File: config.mk
export PLATFORM = sky130hd
export DESIGN_NAME = sam_front
export DESIGN_NICKNAME = d
export VERILOG_FILES = /design/src/rtl/sam_pkg.sv /design/src/rtl/sam_front.sv
export SDC_FILE = /design/constraint.sdc
export NUM_CORES = 1
export LEC_CHECK = 0
export CORE_ASPECT_RATIO = 1.4
export CORE_MARGIN = 5
export CORE_UTILIZATION = 65
export CTS_CLUSTER_SIZE = 16
export DETAILED_ROUTE_END_ITERATION = 8
export DONT_BUFFER_PORTS = 1
export GPL_TIMING_DRIVEN = 1
export PLACE_DENSITY = 0.81
export SLEW_MARGIN = 20
export SYNTH_ARGS = -nofsm -noshare
export SYNTH_HDL_FRONTEND = slang
export SYNTH_SLANG_ARGS = --single-unit
File: constraint.sdc
create_clock -name clk -period 2.5 [get_ports clk]
set_clock_uncertainty 0.1 [all_clocks]
set_input_delay 0.25 -clock clk [delete_from_list [all_inputs] [get_ports clk]]
set_output_delay 0.25 -clock clk [all_outputs]
set_load 0.05 [all_outputs]
File: src/rtl/sam_pkg.sv
package sam_pkg;

    localparam int SampleBitsDef = 16;
    localparam int AccW          = 40;
    localparam int CoordW        = 24;
    localparam int GainW         = 16;
    localparam int QueueDepth    = 2;

    localparam logic [1:0] TypeMusic  = 2'd0;
    localparam logic [1:0] TypeEffect = 2'd1;
    localparam logic [1:0] TypeSpeech = 2'd2;

    localparam logic [1:0] RegWMusic  = 2'd0;
    localparam logic [1:0] RegWEffect = 2'd1;
    localparam logic [1:0] RegWSpeech = 2'd2;
    localparam logic [1:0] RegOutCh   = 2'd3;

    // 1e6 * 65536, distance gain dividend
    localparam logic [35:0] DistNum    = 36'd65536000000;
    localparam logic [49:0] DistOne    = 50'd1000000;
    localparam logic [16:0] DistOffset = 17'd6554;
    localparam logic [25:0] PanNum     = 26'd32768000;

endpackage

File: src/rtl/sam_front.sv
// Front end: takes beats, computes base gain and offsets, queues items.
module sam_front import sam_pkg::*; #(
    parameter int SampleBits = SampleBitsDef,
    parameter int ItemW      = 8
) (
    input  logic             clk,
    input  logic             rst_n,
    input  logic             in_valid,
    output logic             in_ready,
    input  logic [1:0]       source_type,
    input  logic [15:0]      volume,
    input  logic [CoordW-1:0] sx,
    input  logic [CoordW-1:0] sy,
    input  logic [CoordW-1:0] lx,
    input  logic [CoordW-1:0] ly,
    input  logic [1:0]       src_ch,
    input  logic [SampleBits-1:0] sl,
    input  logic [SampleBits-1:0] sr,
    input  logic             last,
    input  logic [15:0]      w_music,
    input  logic [15:0]      w_effect,
    input  logic [15:0]      w_speech,
    output logic             q_valid,
    input  logic             q_ready,
    output logic [ItemW-1:0] q_data
);

    // item: last, sr, sl, src_ch, dy, dx, effect, g
    logic [15:0]        weight;
    logic [31:0]        prod;
    logic [CoordW:0]    dx;
    logic [CoordW:0]    dy;
    logic [ItemW-1:0]   item;
    logic [ItemW-1:0]   mem_reg [QueueDepth];
    logic [0:0]         wp_reg;
    logic [0:0]         rp_reg;
    logic [1:0]         cnt_reg;
    logic               push;
    logic               pop;

    always_comb
    begin
        case (source_type)
            TypeMusic:  weight = w_music;
            TypeEffect: weight = w_effect;
            TypeSpeech: weight = w_speech;
            default:    weight = '0;
        endcase
    end

    assign prod = weight * volume;
    assign dx   = {sx[CoordW-1], sx} - {lx[CoordW-1], lx};
    assign dy   = {sy[CoordW-1], sy} - {ly[CoordW-1], ly};
    assign item = {last, sr, sl, src_ch, dy, dx, source_type == TypeEffect, prod[31:16]};

    assign in_ready = cnt_reg != 2'd2;
    assign push     = in_valid && in_ready;
    assign q_valid  = cnt_reg != 2'd0;
    assign pop      = q_valid && q_ready;
    assign q_data   = mem_reg[rp_reg];

    always_ff @(posedge clk or negedge rst_n)
    begin
        if (!rst_n)
        begin
            wp_reg  <= '0;
            rp_reg  <= '0;
            cnt_reg <= '0;
        end
        else
        begin
            if (push)
                wp_reg <= wp_reg + 1'b1;
            if (pop)
                rp_reg <= rp_reg + 1'b1;
            cnt_reg <= cnt_reg + {1'b0, push} - {1'b0, pop};
        end
    end

    always_ff @(posedge clk)
    begin
        if (push)
            mem_reg[wp_reg] <= item;
    end

endmodule

# [Yosys cells after proc, flatten, opt, wreduce, memory -nomap -nowiden]
# Memories as Yosys holds them, arrays and structs flattened.
# Cells that the tools add are included.
[totals] ff_bits=4 ramBits=16 in_bits=201 out_inout_bits=10 word_cells=19 mem_count=1
[mem_list] name="mem_reg" words=2 width=8 rd=1 rd_clocked_by_memory_dff=0 write_ports=1 line_no="sam_front.sv:34" source="logic [ItemW-1:0] mem_reg [QueueDepth];"
[op_classes] add_sub_neg=4 multipliers=1 n_eq_ne=3 mux=3 reduce_logical=4
[ops] op="$pmux W16 S3" count=1
[ops] op="$mul A16 B16 Y24" count=1
[ops] op="$add A1 B1 Y1 const B" count=2
[ops] op="$add A2 B1 Y2" count=1
[ops] op="$eq A2 B1 Y1 const B" count=1
[ops] op="$eq A2 B2 Y1 const B" count=1
[ops] op="$logic_and A1 B1 Y1" count=2
[ops] op="$logic_not A2 Y1" count=1
[ops] op="$mux W1" count=2
[ops] op="$ne A2 B2 Y1 const B" count=1
[ops] op="$reduce_bool A2 Y1" count=1
[ops] op="$sub A2 B1 Y2" count=1

# [Longest topological paths before layout]
# Gate-level depths: netlist of the first run.
[depth] depth_word=4 ltp_mapped=26 depth_no_buf=23

# [Least setup slack after synthesis of the first run]
# OpenSTA, ideal clock, no wires.
[synth_path] path_type="input to register" from="input port source_type[1]" to="memory mem_reg[0][6], data pin" setup_time_ns=0.270 arrival_time_ns=6.132 required_time_ns=2.130 slack_ns=-4.002 path_stages=26 path_buffers=3 cell_sequence="buf_6 nor2b_4 buf_6 nand2_1 o21ai_1 clkbuf_1 nand2_1 fa_1 inv_1 fa_1 inv_1 fa_1 inv_1 fa_1 fa_1 inv_1 fa_1 inv_1 ha_1 and4_1 nand2_1 or4_1 o22ai_2 nor3_2 o31ai_2 xor2_1"
[synth_via] elab_chain_len=3 elab_cells_between_ends=5 cone_classes="1 x mul; 2 x eq/ne; 1 x mux; 1 x reduce/logical"
[synth_rtl] element="start: declaration" line_no="sam_front.sv:10" source="input logic [1:0] source_type,"
[synth_rtl] element="$eq A2 B2 Y1 (tied with other cells)" line_no="sam_front.sv:43" source="case (source_type)"
[synth_rtl] element="$pmux W16 S3 (*)" line_no="sam_front.sv:43"
[synth_rtl] element="$mul A16 B16 Y24 (*)" line_no="sam_front.sv:51" source="assign prod = weight * volume;"
[synth_rtl] element="named net prod[22]" line_no="sam_front.sv:30" source="logic [31:0] prod;"
[synth_rtl] element="end: declaration" line_no="sam_front.sv:34"
# The timed path passes the listed nets; every way through them passes the cells marked *.

# [Worst setup path in the final report of the first run]
[layout_path] from="input port source_type[1]" to="memory mem_reg[0][2], data pin"
# The elaborated chain is that of the path after synthesis.

==> results.sh, run 1 <==
export IMPL_status="finished with violations"
export IMPL_violations="negative setup slack"
export IMPL_floorplan_initialDensity_pct=66.64
export IMPL_wl_um=20390
export IMPL_hold_end="wp_reg$_DFFE_PN0P_"
export IMPL_crit_arrival_ns=5.82
export IMPL_timing_fmax_mhz=170.6
export IMPL_dpl_hpwl_um=16390
export IMPL_mostFrequentLayoutCell="inv_1"
export IMPL_total_power_mw=16.20
export IMPL_ant_nets=0
export IMPL_via_count=6152
export IMPL_criticalPathCategory="input port to register"
export IMPL_r2r_setup_slack_ns=0.60
export IMPL_synth_distinct_cells=51
export IMPL_critPathMaxStageDelay_ns=0.55
export IMPL_r2r_cells=6
export IMPL_min_period_ns=5.863
export IMPL_synth_largest_area_cell="fa_1"
export IMPL_grt_use_total_pct=28.58
export IMPL_yosysSeqAreaShare_pct=7.298
export IMPL_synth_edf_count=16
export IMPL_pre_cts_ws_ns=-3.663
export IMPL_fin_nets=1346
export IMPL_drive_gt1_share_pct=17.05
export IMPL_required_ns=2.45
export IMPL_dieHeight_um=140.9
export IMPL_grt_max_degree=20
export IMPL_p_leak_nw=4.476
export IMPL_top_layer="met4"
export IMPL_slew_violations=0
export IMPL_path_clk_slew_ns=0.05
export IMPL_ctsLongestPathBuffers=2
export IMPL_r2r_end="cnt_reg[1]$_DFF_PN0_"
export IMPL_end_kind="register"
export IMPL_core_um2=11940
export IMPL_irDropWorstVdd_v=0.001431
export IMPL_power_density_nw_per_um2=1779
export IMPL_yosysWarningCount=0
export IMPL_timing_final_ws_setup_ns=-3.363
export IMPL_largest_register_ffs=16
export IMPL_clock_latency_ns=0.25
export IMPL_mappedNetlistArea_um2=7955
export IMPL_min_from="in_valid"
export IMPL_dr_wl_met2_um=10610
export IMPL_worst_pin_slew_ns=0.7588
export IMPL_rows=47
export IMPL_die_w_um=103.5
export IMPL_cts_tree="built"
export IMPL_h_tree_depth=1
export IMPL_finalCritPeriodShare_pct=234.5
export IMPL_whs_ns=0.1189
export IMPL_crit_fanout=19
export IMPL_firstDrtPassIters=4
export IMPL_async_flop_share_pct=20.00
export IMPL_synth_area_per_cell_um2=9.250
export IMPL_worst_path_max_delay_cell="fa_1"
export IMPL_portBuffers=0
export IMPL_dr_wl_met3_um=1823
export IMPL_holdPathStages=2
export IMPL_synth_top_area_share_pct=42.03
export IMPL_antennaDiodeCount=0
export IMPL_crit_buf_inv=8
export IMPL_final_cell_mix="inv_1 (196), fa_1 (161), nand2_1 (130), and2_1 (97), ha_1 (68)"
export IMPL_crit_top_cell="fa_1"
export IMPL_numCtsBuffers=3
export IMPL_postLayoutCoreUtil_pct=76.29
export IMPL_start_kind="input port"
export IMPL_dieArea_um2=14580
export IMPL_rsz0062_at_grt="true"
export IMPL_vias_per_cell=5.826
export IMPL_syn_to_final_growth_pct=14.49
export IMPL_wire_per_inst_um=19.31
export IMPL_finalHoldViolCount=0
export IMPL_wl_met1_um=6823
export IMPL_slew_headroom_pct=49.23
export IMPL_fin_tns_setup_ns=-52.76
export IMPL_crit_family="adder cells"
export IMPL_synth_flop_cell="edfxtp_1"
export IMPL_synth_seq_cells=20
export IMPL_max_cap_viol_count=0
export IMPL_initialDrtViolationCount=325
export IMPL_root_buffer="clkbuf_16"
export IMPL_drc=0
export IMPL_cts_sinks=20
export IMPL_antenna_found_initial=0
export IMPL_synth_fp_nets=1296
export IMPL_grt_pass1_vias=7152
export IMPL_r2r_start="cnt_reg[1]$_DFF_PN0_"
export IMPL_gr_total_overflow=0
export IMPL_hold_path_class="input port to register"
export IMPL_gp_congestion=0.8840
export IMPL_synthTopCellsByArea="fa_1 (42%), ha_1 (11%), inv_1 (9.3%), and2_1 (7.9%), nand2_1 (6.5%)"
export IMPL_grt_pass1_wl_um=33950
export IMPL_synthesis_instances=860
export IMPL_io_pin_count=211
export IMPL_setup_viol=16
-- per-stage QoR --
| stage | cells | instance area [µm²] |
|---|---|---|
| floorplan | 860 | 8187 |
| global placement | 1040 | 8645 |
| detailed placement | 1040 | 8645 |
| CTS | 1055 | 9007 |
| global route | 1056 | 9107 |
| finish | 1056 | 9107 |
-- repair_timing --
action,CTS,global route
endpoints found under the setup margin,16,16
endpoints found under the hold margin,4,0
setup buffers,9,3
pin swaps,8,13
hold buffers,1,0
gates cloned,1,0
gates resized for setup,34,17
-- how the worst max path moves through the flow --
stage / to / start / slack [ns] / cells after the start
floorplan: mem_reg[0][6]$_DFFE_PP_ / source_type[1] / -3.60 / 26
global placement: mem_reg[0][6]$_DFFE_PP_ / source_type[1] / -3.51 / 22
detailed placement: mem_reg[1][7]$_DFFE_PP_ / source_type[1] / -3.66 / 23
CTS: mem_reg[1][7]$_DFFE_PP_ / source_type[1] / -3.27 / 22
global route: mem_reg[1][2]$_DFFE_PP_ / source_type[1] / -3.61 / 25
finish: mem_reg[0][2]$_DFFE_PP_ / source_type[1] / -3.36 / 25
-- final cells by class --
cell class                      count  area [µm²]
Multi-Input combinational cell    607        6827
Fill cell                         767        2830
Inverter                          197       739.5
Timing Repair Buffer               81       688.2
Sequential cell                    20       580.6
Tap cell                          147       183.9
Clock buffer                        4       88.84
-- layer usage --
metal / GRT usage (%) / vias up
li1: - / 2668
met1: 31.69 / 3051
met2: 53.02 / 343
met3: 5.032 / 90
met4: 12.65 / 0
met5: 0 / -
-- synth_stat cells, drive strengths merged, types with 2 or more instances --
cell type / count
a211oi: 2
a21o: 4
a21oi: 10
a31oi: 2
and2: 101
and4: 2
buf: 4
clkbuf: 32
dfrtp: 4
edfxtp: 16
fa: 167
ha: 68
inv: 197
mux2: 8
mux2i: 16
nand2: 139
nand2b: 4
nand3: 5
nand3b: 3
nor2: 5
nor2b: 3
nor3: 4
o21ai: 11
o2bb2ai: 8
o311ai: 2
o31ai: 4
xnor2: 20
xor2: 4
-- worst reg2reg max path, stage by stage, from the launching register on --
cell	delay [ns]
dfrtp_1	0.40
or2_2	0.44
and2_1	0.24
ha_1	0.28
inv_1	0.04
ha_1	0.17
xnor2_1	0.12
-- cells by family after synthesis --
kind of cell    after synthesis  share of synthesized area, %
flops                        20                         7.298
xor+xnor                     25                         3.020
buf+inv                     233                         11.37
mux                          24                         3.146
compound gates               52                         5.458
simple gates                271                         16.99
fa+ha+maj                   235                         52.72
-- power by group --
part,internal (mW),switching (mW)
logic,6.73,7.82
registers,1.22,0.0760
clock network,0.244,0.113
total,8.19,8.01
(Power assumes the default switching activity.)
==> run 2: changes to the inputs <==
--- a/config.mk
+++ b/config.mk
@@ -5,7 +5,6 @@
 export SDC_FILE = /design/constraint.sdc
 export NUM_CORES = 1
 export LEC_CHECK = 0
-export CORE_ASPECT_RATIO = 1.4
 export CORE_MARGIN = 5
 export CORE_UTILIZATION = 65
 export CTS_CLUSTER_SIZE = 16
==> run 2 against run 1 <==
The run still ends with negative setup slack left. First-iteration DRC count increased by 16%. Highest routed layer unchanged. Maximum frequency fell by 1.2%. Largest cell class unchanged. Combinational power down 4%.
==> results.sh, run 2 (same netlist as run 1, synthesis figures left out) <==
export IMPL_status="finished with violations"
export IMPL_violations="negative setup slack"
export IMPL_timing_final_ws_setup_ns=-3.432
export IMPL_finalHoldViolCount=0
export IMPL_min_from="in_valid"
export IMPL_criticalPathCategory="input port to register"
export IMPL_finalCritPeriodShare_pct=237.3
export IMPL_grt_pass1_wl_um=33930
export IMPL_fillers=802
export IMPL_placed_cell_area_um2=8617
export IMPL_holdPathStages=2
export IMPL_r2r_setup_slack_ns=0.58
export IMPL_antenna_found_initial=0
export IMPL_hold_path_class="input port to register"
export IMPL_timing_fmax_mhz=168.6
export IMPL_root_buffer="clkbuf_16"
export IMPL_portBuffers=0
export IMPL_r2r_cells=6
export IMPL_numCtsBuffers=3
export IMPL_globalRouteMet1Util_pct=35.97
export IMPL_slew_headroom_pct=56.19
export IMPL_max_cap_viol_count=0
export IMPL_rows=40
export IMPL_mostFrequentLayoutCell="inv_1"
export IMPL_drive_gt1_share_pct=16.76
export IMPL_core_um2=12010
export IMPL_design_area_um2=9021
export IMPL_grt_busiest_layer="met2"
export IMPL_multiInputGateArea_um2=6789
export IMPL_crit_arrival_ns=5.82
export IMPL_firstDrtPassIters=5
export IMPL_min_period_ns=5.932
export IMPL_dpl_hpwl_um=17040
export IMPL_ctsLongestPathBuffers=2
export IMPL_final_cell_mix="inv_1 (193), fa_1 (161), nand2_1 (129), and2_1 (99), buf_4 (72)"
export IMPL_grt_max_degree=20
export IMPL_antennaDiodeCount=0
export IMPL_dieArea_um2=14550
export IMPL_pre_cts_ws_ns=-3.711
export IMPL_ant_nets=0
export IMPL_clock_latency_ns=0.24
export IMPL_crit_fanout=19
export IMPL_fin_nets=1344
export IMPL_gp_congestion=0.9775
export IMPL_r2r_start="cnt_reg[1]$_DFF_PN0_"
export IMPL_path_clk_slew_ns=0.05
export IMPL_h_tree_depth=1
export IMPL_fin_tns_setup_ns=-54.19
export IMPL_gr_total_overflow=0
export IMPL_initialDrtViolationCount=378
export IMPL_start_kind="input port"
export IMPL_floorplan_initialDensity_pct=66.23
export IMPL_end_kind="register"
export IMPL_cts_sinks=20
export IMPL_crit_start="source_type[1]"
export IMPL_vias_per_cell=5.779
export IMPL_r2r_end="cnt_reg[1]$_DFF_PN0_"
export IMPL_grt_pass1_vias=6961
export IMPL_hold_end="wp_reg$_DFFE_PN0P_"
export IMPL_cts_tree="built"
export IMPL_dieHeight_um=120.6
export IMPL_drc=0
export IMPL_wire_per_inst_um=19.53
export IMPL_slew_violations=0
export IMPL_required_ns=2.39
export IMPL_setup_viol=16
export IMPL_die_w_um=120.6
export IMPL_irDropWorstVdd_v=0.001208
export IMPL_grt_util_met2_pct=51.52
export IMPL_worst_pin_slew_ns=0.6548
export IMPL_wl_um=20590
export IMPL_via_count=6091
export IMPL_io_pin_count=211
export IMPL_syn_to_final_growth_pct=13.40
export IMPL_rsz0062_at_grt="true"
export IMPL_p_leak_nw=4.435
export IMPL_power_density_nw_per_um2=1718
export IMPL_met3_usage_pct=6.876
export IMPL_largest_register_ffs=16
export IMPL_ff_latch_area_um2=580.6
export IMPL_grt_use_total_pct=29.58
## run 2: cell types whose count changed in the layout (fill, tap and decap cells not counted), sizes merged
cell,delta
buf,-4
clkinv,+1
clkdlybuf4s15,+1
## run 2: routing by layer
metal | wire [µm] | share of wire [%]
met5 | 0 | 0
met4 | 796 | 3.9
met3 | 2036 | 9.9
met2 | 10270 | 50
met1 | 7483 | 36
## run 2: repair_timing
| action | CTS | global route |
|---|---|---|
| hold buffers | 1 | 0 |
| gates cloned | 0 | 2 |
| pin swaps | 7 | 10 |
| gates resized for setup | 18 | 19 |
| buffers inserted | 1 | 8 |
| setup endpoints to repair | 16 | 16 |
| endpoints found under the hold margin | 4 | 0 |
## run 2: how the worst max path moves through the flow
stage / end / slack, ns
3_5_place_dp: mem_reg[0][3]$_DFFE_PP_ / -3.71
4_1_cts: mem_reg[0][6]$_DFFE_PP_ / -3.32
2_1_floorplan: mem_reg[0][6]$_DFFE_PP_ / -3.60
5_1_grt: mem_reg[1][2]$_DFFE_PP_ / -3.66
6_report: mem_reg[0][7]$_DFFE_PP_ / -3.43
3_3_place_gp: mem_reg[0][6]$_DFFE_PP_ / -3.50
## run 2: metrics by stage
stage	utilization, %	power [mW]	std cells	hold WS (ns)
6_report	75.10	15.50	1054	0.1286
5_1_grt	75.10	17.14	1054	0.1487
4_1_cts	73.52	14.82	1044	0.1319
3_5_place_dp	71.74	13.65	1038	-0.1455
3_3_place_gp	71.74	12.90	1038	-0.1455
2_1_floorplan	-	9.527	860	-0.1456
## run 2: final cells by class
cell class                 instances  area share, %
multi-input combinational        607          75.26
inverter                         197          8.197
sequential                        20          6.436
tap                              147          2.039
clock buffer                       3         0.8322
clock inverter                     1        0.04161
timing repair buffer              79          7.198
## run 2: critical path: stages
cell,delay (ns)
nor2b_4,0.20
buf_12,0.16
nand2_4,0.05
o21ai_4,0.11
nand2_4,0.07
fa_1,0.59
inv_1,0.07
fa_1,0.48
inv_1,0.05
fa_1,0.49
inv_2,0.05
fa_1,0.49
fa_1,0.54
inv_1,0.06
fa_1,0.49
inv_1,0.05
ha_1,0.29
and4_4,0.21
nand2_2,0.06
or4_4,0.44
o22ai_4,0.22
nor3_4,0.09
o31ai_2,0.20
xnor2_1,0.12
## run 2: report_power, final
part           internal [mW]  total, mW  switching [mW]
registers               1.22       1.31          0.0883
clock network          0.212      0.316           0.103
logic                   6.53       13.9            7.34
total                   7.97       15.5            7.53
==> run 3: changes to the inputs <==
--- a/config.mk
+++ b/config.mk
@@ -12,6 +12,7 @@
 export DONT_BUFFER_PORTS = 1
 export GPL_TIMING_DRIVEN = 1
 export PLACE_DENSITY = 0.81
+export RECOVER_POWER = 25
 export SLEW_MARGIN = 20
 export SYNTH_ARGS = -nofsm -noshare
 export SYNTH_HDL_FRONTEND = slang
==> run 3 against run 2 <==
The flow still finishes with violations (negative setup slack). Sequential share of layout area about the same. Design area about the same. First-iteration DRC count unchanged. Utilization about the same. Largest power group unchanged. Setup slack worse by 0.00080 ns. Final cell count unchanged.
==> results.sh, run 3 (same netlist as run 1, synthesis figures left out) <==
export IMPL_clock_latency_ns=0.24
export IMPL_gr_total_overflow=0
export IMPL_grt_pass1_vias=6961
export IMPL_p_leak_nw=4.431
export IMPL_antenna_found_initial=0
export IMPL_min_from="in_valid"
export IMPL_portBuffers=0
export IMPL_gp_congestion=0.9775
export IMPL_finalHoldViolCount=0
export IMPL_p_comb_share_pct=89.5
export IMPL_die_w_um=120.6
export IMPL_crit_arrival_ns=5.82
export IMPL_dp_cells=1038
export IMPL_dpl_hpwl_um=17040
export IMPL_h_tree_depth=1
export IMPL_power_frac_seq_pct=8.5
export IMPL_core_um2=12010
export IMPL_finalCritPeriodShare_pct=237.3
export IMPL_end_kind="register"
export IMPL_grt_max_degree=20
export IMPL_power_density_nw_per_um2=1719
export IMPL_initialDrtViolationCount=378
export IMPL_final_cell_mix="inv_1 (193), fa_1 (161), nand2_1 (129), and2_1 (99), buf_4 (71)"
export IMPL_cts_tree="built"
export IMPL_placed_cell_area_um2=8617
export IMPL_status="finished with violations"
export IMPL_design_area_um2=9017
export IMPL_whs_ns=0.1286
export IMPL_rows=40
export IMPL_via_count=6091
export IMPL_instances_no_fill=1054
export IMPL_timing_fmax_mhz=168.5
export IMPL_ant_nets=0
export IMPL_antennaDiodeCount=0
export IMPL_io_pin_count=211
export IMPL_crit_fanout=19
export IMPL_numCtsBuffers=3
export IMPL_r2r_start="cnt_reg[1]$_DFF_PN0_"
export IMPL_dieArea_um2=14550
export IMPL_setup_viol=16
export IMPL_root_buffer="clkbuf_16"
export IMPL_vias_per_cell=5.779
export IMPL_pwr_share_clk_pct=2.0
export IMPL_wire_per_inst_um=19.54
export IMPL_wl_met1_um=7481
export IMPL_violations="negative setup slack"
export IMPL_required_ns=2.39
export IMPL_slew_headroom_pct=56.19
export IMPL_swShare_pct=48.63
export IMPL_internal_power_mw=7.961
export IMPL_slew_violations=0
export IMPL_hold_path_class="input port to register"
export IMPL_min_period_ns=5.933
export IMPL_start_kind="input port"
export IMPL_crit_start="source_type[1]"
export IMPL_dieHeight_um=120.6
export IMPL_irDropWorstVdd_v=0.001208
export IMPL_drive_gt1_share_pct=16.65
export IMPL_largest_register_ffs=16
export IMPL_syn_to_final_growth_pct=13.35
export IMPL_grt_pass1_wl_um=33930
export IMPL_criticalPathCategory="input port to register"
export IMPL_max_cap_viol_count=0
export IMPL_dr_wl_met3_um=2045
export IMPL_ctsLongestPathBuffers=2
export IMPL_wl_um=20590
export IMPL_dr_wl_met2_um=10270
export IMPL_floorplan_initialDensity_pct=66.23
export IMPL_fin_tns_setup_ns=-54.21
export IMPL_switchingPower_mw=7.536
export IMPL_timing_final_ws_setup_ns=-3.433
export IMPL_cts_sinks=20
export IMPL_worst_pin_slew_ns=0.6548
export IMPL_mostFrequentLayoutCell="inv_1"
export IMPL_firstDrtPassIters=5
export IMPL_rsz0062_at_grt="true"
export IMPL_drc=0
export IMPL_grt_use_total_pct=29.58
export IMPL_top_layer="met4"
export IMPL_path_clk_slew_ns=0.05
export IMPL_fin_nets=1344
## run 3: changes by cell type in the layout (fill, tap and decap cells not counted), sizes merged
| cell | delta |
|---|---|
| buf | -1 |
| clkbuf | +1 |
## run 3: power groups by stage
stage	Sequential [mW]	Combinational (mW)	Clock [mW]
after CTS	1.32	13.2	0.320
after global placement	1.29	11.6	0
final	1.31	13.9	0.316
after detailed placement	1.32	12.3	0
after floorplan	1.26	8.27	0
after global routing	1.34	15.5	0.334
## run 3: cell type report
type                    count  area [µm²]
inverters                 197       739.5
multi-input cells         607        6789
fillers                   802        2994
repair buffers             79       645.6
clock buffers               3       75.07
clock inverters             1       3.754
flip-flops and latches     20       580.6
well taps                 147       183.9
## run 3: final timing paths
check                      slack [ns]                       to  cells past startpoint
max                             -3.43  mem_reg[0][7]$_DFFE_PP_                     24
min in group asynchronous        0.18     cnt_reg[1]$_DFF_PN0_                      1
max reg2reg                      0.58     cnt_reg[1]$_DFF_PN0_                      6
min reg2reg                      0.41       wp_reg$_DFFE_PN0P_                      1
min                              0.13       wp_reg$_DFFE_PN0P_                      2
max in group asynchronous        1.96       wp_reg$_DFFE_PN0P_                      1
## run 3: critical path: stages
cell and delay, ns:
nor2b_4 0.20, buf_12 0.16, nand2_4 0.05, o21ai_4 0.11, nand2_4 0.07, fa_1 0.59
inv_1 0.07, fa_1 0.48, inv_1 0.05, fa_1 0.49, inv_2 0.05, fa_1 0.49
fa_1 0.54, inv_1 0.06, fa_1 0.49, inv_1 0.05, ha_1 0.29, and4_4 0.21
nand2_2 0.06, or4_4 0.44, o22ai_4 0.22, nor3_4 0.09, o31ai_2 0.20, xnor2_1 0.12
## run 3: metrics by stage
step / utilization, % / power [mW] / worst slack (ns)
6_report: 75.07 / 15.50 / -3.433
3_3_place_gp: 71.74 / 12.90 / -3.502
4_1_cts: 73.52 / 14.82 / -3.324
3_5_place_dp: 71.74 / 13.65 / -3.711
5_1_grt: 75.07 / 17.13 / -3.657
2_1_floorplan: - / 9.527 / -3.603
## run 3: metal layers
metal / track usage [%] / up-vias
met5: 0 / -
met1: 35.97 / 3022
met2: 51.52 / 336
li1: - / 2661
met3: 6.876 / 72
met4: 10.69 / 0
## run 3: repair_timing
item / 4_1_cts / 5_1_grt
pin swaps: 7 / 10
hold buffers: 1 / 0
resized for setup: 18 / 19
cloned: 0 / 2
hold endpoints to repair: 4 / 0
endpoints found under the setup margin: 16 / 16
setup buffers: 1 / 8
